### src/hw/rtl/dpst_pkg.sv
// package for the doppler pitch slew tracker
// constants, sequencer state type and widths; no dependencies
package dpst_pkg;

  localparam int unsigned FieldW = 24;
  localparam int unsigned SqW    = 50;   // sum of two squares of 25 bit values
  localparam int unsigned RadW   = 64;   // radicand s << 14
  localparam int unsigned RootW  = 32;
  localparam int unsigned NumW   = 43;   // c << 12, c = speed << 7
  localparam int unsigned DenW   = 34;   // signed denominator
  localparam int unsigned TrkW   = 24;

  localparam logic signed [TrkW-1:0] TrkMax   = 24'sh7fffff;
  localparam logic signed [TrkW-1:0] TrkReset = 24'sd4096;
  localparam logic signed [TrkW+1:0] Slew     = 26'sd819;
  localparam logic [14:0] OutLo = 15'd409;
  localparam logic [14:0] OutHi = 15'd16384;

  typedef enum logic [2:0] {
    ST_IDLE,
    ST_SQ,
    ST_ROOT,
    ST_DIV,
    ST_UPD,
    ST_OUT
  } dpst_state_t;

endpackage

### src/hw/rtl/dpst_sqrt.sv
// bit-serial integer square root, one result bit per cycle
// depends on dpst_pkg
module dpst_sqrt (
  input  logic                       clk,
  input  logic                       rst,
  input  logic                       start,
  input  logic [dpst_pkg::RadW-1:0]  rad,
  output logic                       done,
  output logic [dpst_pkg::RootW-1:0] root
);
  import dpst_pkg::*;

  localparam int unsigned RemW = RootW + 2;

  logic [RadW-1:0]    val;
  logic [RemW-1:0]    rem;
  logic [RootW-1:0]   res;
  logic [5:0]         cnt;
  logic               busy;
  logic [RemW:0]      rem_sh;
  logic [RemW:0]      trial;
  logic               take;

  // restoring method: bring down two bits, try 4r+1
  always_comb begin
    rem_sh = {rem[RootW:0], val[RadW-1 -: 2]};
    trial  = {1'b0, res, 2'b01};
    take   = rem_sh >= trial;
  end

  always_ff @(posedge clk) begin
    if (rst) begin
      busy <= 1'b0;
      done <= 1'b0;
      cnt  <= '0;
    end else begin
      done <= 1'b0;
      if (start) begin
        busy <= 1'b1;
        cnt  <= 6'd0;
        val  <= rad;
        rem  <= '0;
        res  <= '0;
      end else if (busy) begin
        val <= {val[RadW-3:0], 2'b00};
        rem <= RemW'(take ? rem_sh - trial : rem_sh);
        res <= {res[RootW-2:0], take};
        cnt <= cnt + 6'd1;
        if (cnt == 6'(RootW - 1)) begin
          busy <= 1'b0;
          done <= 1'b1;
        end
      end
    end
  end

  assign root = res;
endmodule

### src/hw/rtl/doppler_pitch_slew_tracker_unit.sv
// doppler pitch slew tracker: one item at a time, radix-4 serial squares, bit-serial
// roots and divide. from input transfer to result valid: two passes of squaring and
// root, then divide and tracker update; the divide is skipped when the source closes
// in at sound speed or faster. the next item is taken in the cycle after the result
// transfer. reset: tracker 1.0, sound speed 1.0, idle.
// depends on dpst_pkg and dpst_sqrt
module doppler_pitch_slew_tracker_unit (
  input  logic        clk,
  input  logic        rst,
  input  logic        in_valid,
  output logic        in_stall,
  input  logic signed [23:0] pos_x,
  input  logic signed [23:0] pos_z,
  input  logic signed [23:0] vel_x,
  input  logic signed [23:0] vel_z,
  output logic        out_valid,
  input  logic        out_stall,
  output logic [14:0] pitch_factor,
  output logic        was_clamped,
  input  logic        cfg_valid,
  output logic        cfg_ready,
  input  logic [23:0] cfg_data
);
  import dpst_pkg::*;

  dpst_state_t state, state_next;

  logic [23:0] sound_speed;
  logic signed [TrkW-1:0] trk;

  logic signed [24:0] ax0, az0, ax1, az1;
  logic [24:0] mx, mz;          // magnitudes being squared
  logic [24:0] mpx, mpz;        // multiplier shift registers
  logic [24:0] m1x, m1z;        // magnitudes of the next position
  logic [SqW-1:0] acc;
  logic [4:0] cnt;
  logic       pass;             // 0: now, 1: next
  logic [RootW-1:0] d0;

  logic sq_start, sq_done;
  logic [RootW-1:0] root;
  logic [SqW-1:0] rad_src;

  logic [NumW-1:0] num;
  logic [NumW-1:0] quo;
  logic [DenW-1:0] den;
  logic [DenW-1:0] drem;
  logic [5:0] dcnt;
  logic       sat;
  logic [DenW:0] drem_sh;

  always_ff @(posedge clk) begin
    if (rst) sound_speed <= 24'd256;
    else if (cfg_valid && cfg_ready) sound_speed <= cfg_data;
  end
  assign cfg_ready = (state == ST_IDLE);

  always_comb begin
    state_next = state;
    unique case (state)
      ST_IDLE: if (in_valid) state_next = ST_SQ;
      ST_SQ:   if (cnt == 5'd12) state_next = ST_ROOT;
      ST_ROOT: if (sq_done) state_next = pass ? ST_DIV : ST_SQ;
      ST_DIV:  if (sat || dcnt == 6'(NumW)) state_next = ST_UPD;
      ST_UPD:  state_next = ST_OUT;
      ST_OUT:  if (!out_stall) state_next = ST_IDLE;
      default: state_next = ST_IDLE;
    endcase
  end

  always_comb begin
    in_stall  = (state != ST_IDLE);
    out_valid = (state == ST_OUT);
  end

  always_comb begin
    ax0 = {pos_x[23], pos_x};
    az0 = {pos_z[23], pos_z};
    ax1 = 25'(ax0 + {vel_x[23], vel_x});
    az1 = 25'(az0 + {vel_z[23], vel_z});
  end

  // two-bit radix multiplier step for both squares
  logic [SqW-1:0] pp;
  always_comb begin
    pp = (mpx[0] ? SqW'(mx) : '0) + (mpx[1] ? SqW'({mx, 1'b0}) : '0)
       + (mpz[0] ? SqW'(mz) : '0) + (mpz[1] ? SqW'({mz, 1'b0}) : '0);
  end

  // sum including the current digit; complete at the last digit
  assign rad_src  = acc + (pp << {cnt, 1'b0});
  assign sq_start = (state == ST_SQ) && (cnt == 5'd12);

  dpst_sqrt u_sqrt (
    .clk  (clk),
    .rst  (rst),
    .start(sq_start),
    .rad  ({rad_src, 14'd0}),
    .done (sq_done),
    .root (root)
  );

  assign drem_sh = {drem, num[NumW-1]};

  always_ff @(posedge clk) begin
    if (rst) begin
      state <= ST_IDLE;
      trk   <= TrkReset;
    end else begin
      state <= state_next;
      unique case (state)
        ST_IDLE: if (in_valid) begin
          mx   <= ax0[24] ? 25'(-ax0) : ax0;
          mz   <= az0[24] ? 25'(-az0) : az0;
          mpx  <= ax0[24] ? 25'(-ax0) : ax0;
          mpz  <= az0[24] ? 25'(-az0) : az0;
          m1x  <= ax1[24] ? 25'(-ax1) : ax1;
          m1z  <= az1[24] ? 25'(-az1) : az1;
          acc  <= '0;
          cnt  <= '0;
          pass <= 1'b0;
        end
        ST_SQ: if (cnt != 5'd12) begin
          // lsb-first with shifted partial products
          acc <= rad_src;
          mpx <= mpx >> 2;
          mpz <= mpz >> 2;
          cnt <= cnt + 5'd1;
        end
        ST_ROOT: if (sq_done) begin
          if (!pass) begin
            d0   <= root;
            pass <= 1'b1;
            mx   <= m1x;
            mz   <= m1z;
            mpx  <= m1x;
            mpz  <= m1z;
            acc  <= '0;
            cnt  <= '0;
          end else begin
            den  <= DenW'({sound_speed, 7'd0}) - DenW'(d0) + DenW'(root);
            num  <= {sound_speed, 19'd0};
            sat  <= 1'b0;
            drem <= '0;
            quo  <= '0;
            dcnt <= '0;
            if ($signed(DenW'({sound_speed, 7'd0}) - DenW'(d0) + DenW'(root)) <= 0)
              sat <= 1'b1;
          end
        end
        ST_DIV: if (!sat && dcnt != 6'(NumW)) begin
          if (drem_sh >= {1'b0, den}) begin
            drem <= DenW'(drem_sh - {1'b0, den});
            quo  <= {quo[NumW-2:0], 1'b1};
          end else begin
            drem <= DenW'(drem_sh);
            quo  <= {quo[NumW-2:0], 1'b0};
          end
          num  <= {num[NumW-2:0], 1'b0};
          dcnt <= dcnt + 6'd1;
        end
        ST_UPD: begin
          logic signed [TrkW+1:0] tgt, diff, nt;
          tgt  = (sat || quo > NumW'(TrkMax)) ? 26'(TrkMax) : 26'(quo);
          diff = tgt - 26'(trk);
          if (diff > Slew) nt = 26'(trk) + Slew;
          else if (diff < -Slew) nt = 26'(trk) - Slew;
          else nt = tgt;
          if (nt > 26'(TrkMax)) nt = 26'(TrkMax);
          if (nt < -26'sd8388608) nt = -26'sd8388608;
          trk <= TrkW'(nt);
        end
        default: ;
      endcase
    end
  end

  always_comb begin
    if (trk > $signed({9'd0, OutHi})) begin
      pitch_factor = OutHi;
      was_clamped  = 1'b1;
    end else if (trk < $signed({9'd0, OutLo})) begin
      pitch_factor = OutLo;
      was_clamped  = 1'b1;
    end else begin
      pitch_factor = trk[14:0];
      was_clamped  = 1'b0;
    end
  end

endmodule
### config.mk
export PLATFORM = sky130hd
export DESIGN_NAME = doppler_pitch_slew_tracker_unit
export DESIGN_NICKNAME = d
export VERILOG_FILES = /design/src/hw/rtl/dpst_pkg.sv /design/src/hw/rtl/dpst_sqrt.sv /design/src/hw/rtl/doppler_pitch_slew_tracker_unit.sv
export SDC_FILE = /design/constraint.sdc
export NUM_CORES = 2
export LEC_CHECK = 0
export BUFFER_PORTS_ARGS = -buffer_cell sky130_fd_sc_hd__buf_4
export CAP_MARGIN = 15
export CORE_MARGIN = 2
export CORE_UTILIZATION = 30
export DETAILED_ROUTE_END_ITERATION = 10
export HOLD_SLACK_MARGIN = 0.08
export PLACE_DENSITY = 0.47
export SYNTH_ARGS = -nofsm -noshare
export SYNTH_HDL_FRONTEND = slang
export SYNTH_SLANG_ARGS = --single-unit
### constraint.sdc
create_clock -name clk -period 9.8 [get_ports clk]
set_input_delay 2.45 -clock clk [delete_from_list [all_inputs] [get_ports clk]]
set_output_delay 2.45 -clock clk [all_outputs]
set_load 0.01 [all_outputs]
==> metrics.cfg <==
[layout]
register_area_um2=16050
multi_input_area_um2=24860
fin_area_um2=48120
diodes=0
fill_cells=14740
finalNetCount=5189
layout-drive-gt1-share_pct=8.827
fin_cells=6671
area.growth.synth_to_final_pct=13.07

[detailed_routing]
vias=34740
route.detailed.drc=0
wirelength_mm=122.1
drt_first_pass_iters=6
viasPerCell=5.208
routedWlPerCell_um=18.30
drt_iter0_drc=2615
antenna_left=0

[floorplan]
die_x_um=380.6
die_y_um=380.6
initial_core_util_pct=30.13
row_count=138
die_area_um2=144900
core_area_um2=141200
boundaryPins=144

[clocking]
clk_path_buf_depth=3
cts_root_buf=clkbuf_16
clkLatencyLatePin_ps=640
cts_made_buffers=71
cts_hold_buf=0
cts_tree=built
h-tree-depth=3
ctsResizeCount=0
clk_pin_slew_ps=60
cts_setup_buffers=0
cts.sinks=554

[logic_synthesis]
ys_warn_count=0
yosys_register_bits=554
yosys_most_used_dff=edfxtp_1
synth_edf_count=495
synth_top_area_cell=edfxtp_1
yosysMostFrequentCell=nor2_1
synthTopCellsByArea=edfxtp_1, ha_1, nor2_1
synth_common_cells=nor2_1, edfxtp_1, nand2_1
syn_avg_cell_area_um2=9.118
syn_area_um2=42550
synth_cells=4667
async_reset_ff_share_pct=0
ys_seq_area_share_pct=37.71
yosysUniqueCellTypes=96
yosys.area.top_type_share_pct=34.93

[placed_design]
dp_cells=6539
postPlaceCellArea_um2=45710
dp_hpwl_mm=91.39
gp_congestion=0.8790
portBuffers=143

[global_route]
grt_overflow_total=0
grt_pass1_vias=34050
grt_max_degree=90
grt_pass1_wl_mm=193.5
grt_use_total_pct=16.42
antenna_found_initial=3

[timing]
timing.final.crit_share_pct=88.90
setup_viol=0
tns_ps=0
fin_crit_ps=8712
maxSlewHeadroom_pct=25.22
hold_slack_ps=478.8
finalHoldViolCount=0
slew_violations=0
rsz0062_at_grt=false
skew_ps=26.45
worst_pin_slew_ps=1119
max_freq_mhz=114.8

[worst_setup_path]
critPathMaxFanout=25
crit_type=register to register
r2r-start=mpz[0]
path_depth=30
worstSetupEndpointType=register
critPathArrivalTime_ps=9090
reg2reg_slack_ps=1090
cp.required_ps=10180
start_kind=register
reg2reg_depth=30
crit_buf_inv=2
critPathSlowestCell=edfxtp_1
crit_family=compound AO/OA/AOI/OAI gates
crit_top_cell=a21oi_1
endpoint=u_sqrt.val[61]
cp_slowest_stage_delay_ps=890
rr_endpoint=u_sqrt.val[61]
critPathLaunch=mpz[0]

[run]
maxCapViolations=0

[run_status]
status=finished, final reports clean

[hold_path]
hold_path_class=register to register

[power]
power_leakage_nw=19.05
power.total_mw=9.295
power_density_nw_per_um2=193.2
peakVddDrop_v=0.0001260

==> final cells by class <==
| cell class | count | area share (%) |
|---|---|---|
| Clock inverter | 44 | 1.040 |
| Timing Repair Buffer | 186 | 2.951 |
| Multi-Input combinational cell | 3637 | 51.67 |
| Tap cell | 1890 | 4.915 |
| Sequential cell | 554 | 33.35 |
| Inverter | 273 | 2.130 |
| Clock buffer | 87 | 3.945 |
==> worst min path at each step <==
| stage | from | to | slack, ps | cells past startpoint |
|---|---|---|---|---|
| 6_report | sound_speed[10] | sound_speed[10] | 480 | 2 |
| 5_1_grt | sound_speed[10] | sound_speed[10] | 510 | 2 |
| 4_1_cts | sound_speed[9] | sound_speed[9] | 480 | 2 |
| 3_5_place_dp | sound_speed[9] | sound_speed[9] | 470 | 2 |
| 3_3_place_gp | sound_speed[9] | sound_speed[9] | 470 | 2 |
| 2_1_floorplan | sound_speed[0] | sound_speed[0] | 450 | 2 |
==> tightest hold or removal path, cell delays in order, from the launching register on <==
cell	delay (ps)
dfxtp_1	320
nand2_1	60
a21oi_1	50
==> metrics by stage <==
stage	utilization, %	setup WS (ps)
2_1_floorplan	-	1564
3_3_place_gp	32.34	1081
3_5_place_dp	32.36	1095
4_1_cts	34.06	1063
5_1_grt	34.07	352.8
6_report	34.07	1088
==> cell families after synthesis <==
| group | synth area share [%] |
|---|---|
| multiplexers | 2.440 |
| XOR/XNOR | 6.792 |
| other | 0.008812 |
| flip-flops | 37.71 |
| AND/OR/NAND/NOR | 17.21 |
| buffers and inverters | 4.225 |
| adder cells (fa/ha/maj) | 11.46 |
| AO/OA/AOI/OAI | 20.16 |
==> power breakdown <==
part / total, mW / switching (mW) / leakage [nW] / internal [mW]
Clock: 2.72 / 1.09 / 1.17 / 1.63
Combinational: 3.67 / 2.25 / 12.8 / 1.42
Sequential: 2.91 / 0.101 / 5.05 / 2.81
Total: 9.29 / 3.44 / 19.0 / 5.85
==> cell usage in the layout (no fill, tap or decap), types with 22 or more instances in the layout <==
master / n
ha_1: 285
o21ai_0: 211
nor3_1: 103
nand2b_1: 58
buf_4: 184
o21a_1: 54
o31ai_1: 31
a31oi_1: 39
a22oi_1: 58
clkbuf_16: 72
nand3_1: 74
fa_1: 56
nor4_1: 36
a21oi_1: 358
nor2b_1: 37
a211o_1: 22
dfxtp_1: 58
a21o_1: 127
nor2_1: 500
mux2i_1: 43
edfxtp_1: 495
nand4_1: 39
mux2_2: 40
and2_1: 50
and3_1: 82
xnor2_1: 179
a211oi_1: 77
or4_1: 22
o22ai_1: 66
o21bai_1: 43
inv_1: 265
or3_1: 39
xor2_1: 150
nand2_1: 419
==> registers in the layout, summed over array words and instances (netlist names), 6 cells and up <==
name,count
mx,25
mz,25
mpz,25
dcnt,6
drem,34
m1x,25
d0,32
acc,50
sound_speed,24
u_sqrt.root,32
u_sqrt.val,50
u_sqrt.rem,33
quo,43
u_sqrt.cnt,6
den,34
trk,24
num,24
mpx,25
m1z,25
==> per-layer routing <==
metal | wire length (um) | up-vias | GRT usage (%) | share of wire [%]
li1 | - | 17250 | - | -
met1 | 58410 | 16640 | 22.69 | 48
met2 | 56610 | 700 | 27.24 | 46
met3 | 4708 | 149 | 2.014 | 3.9
met4 | 2372 | 2 | 3.872 | 1.9
met5 | 11 | - | 0 | 0.0090
(Power assumes the default switching activity.)
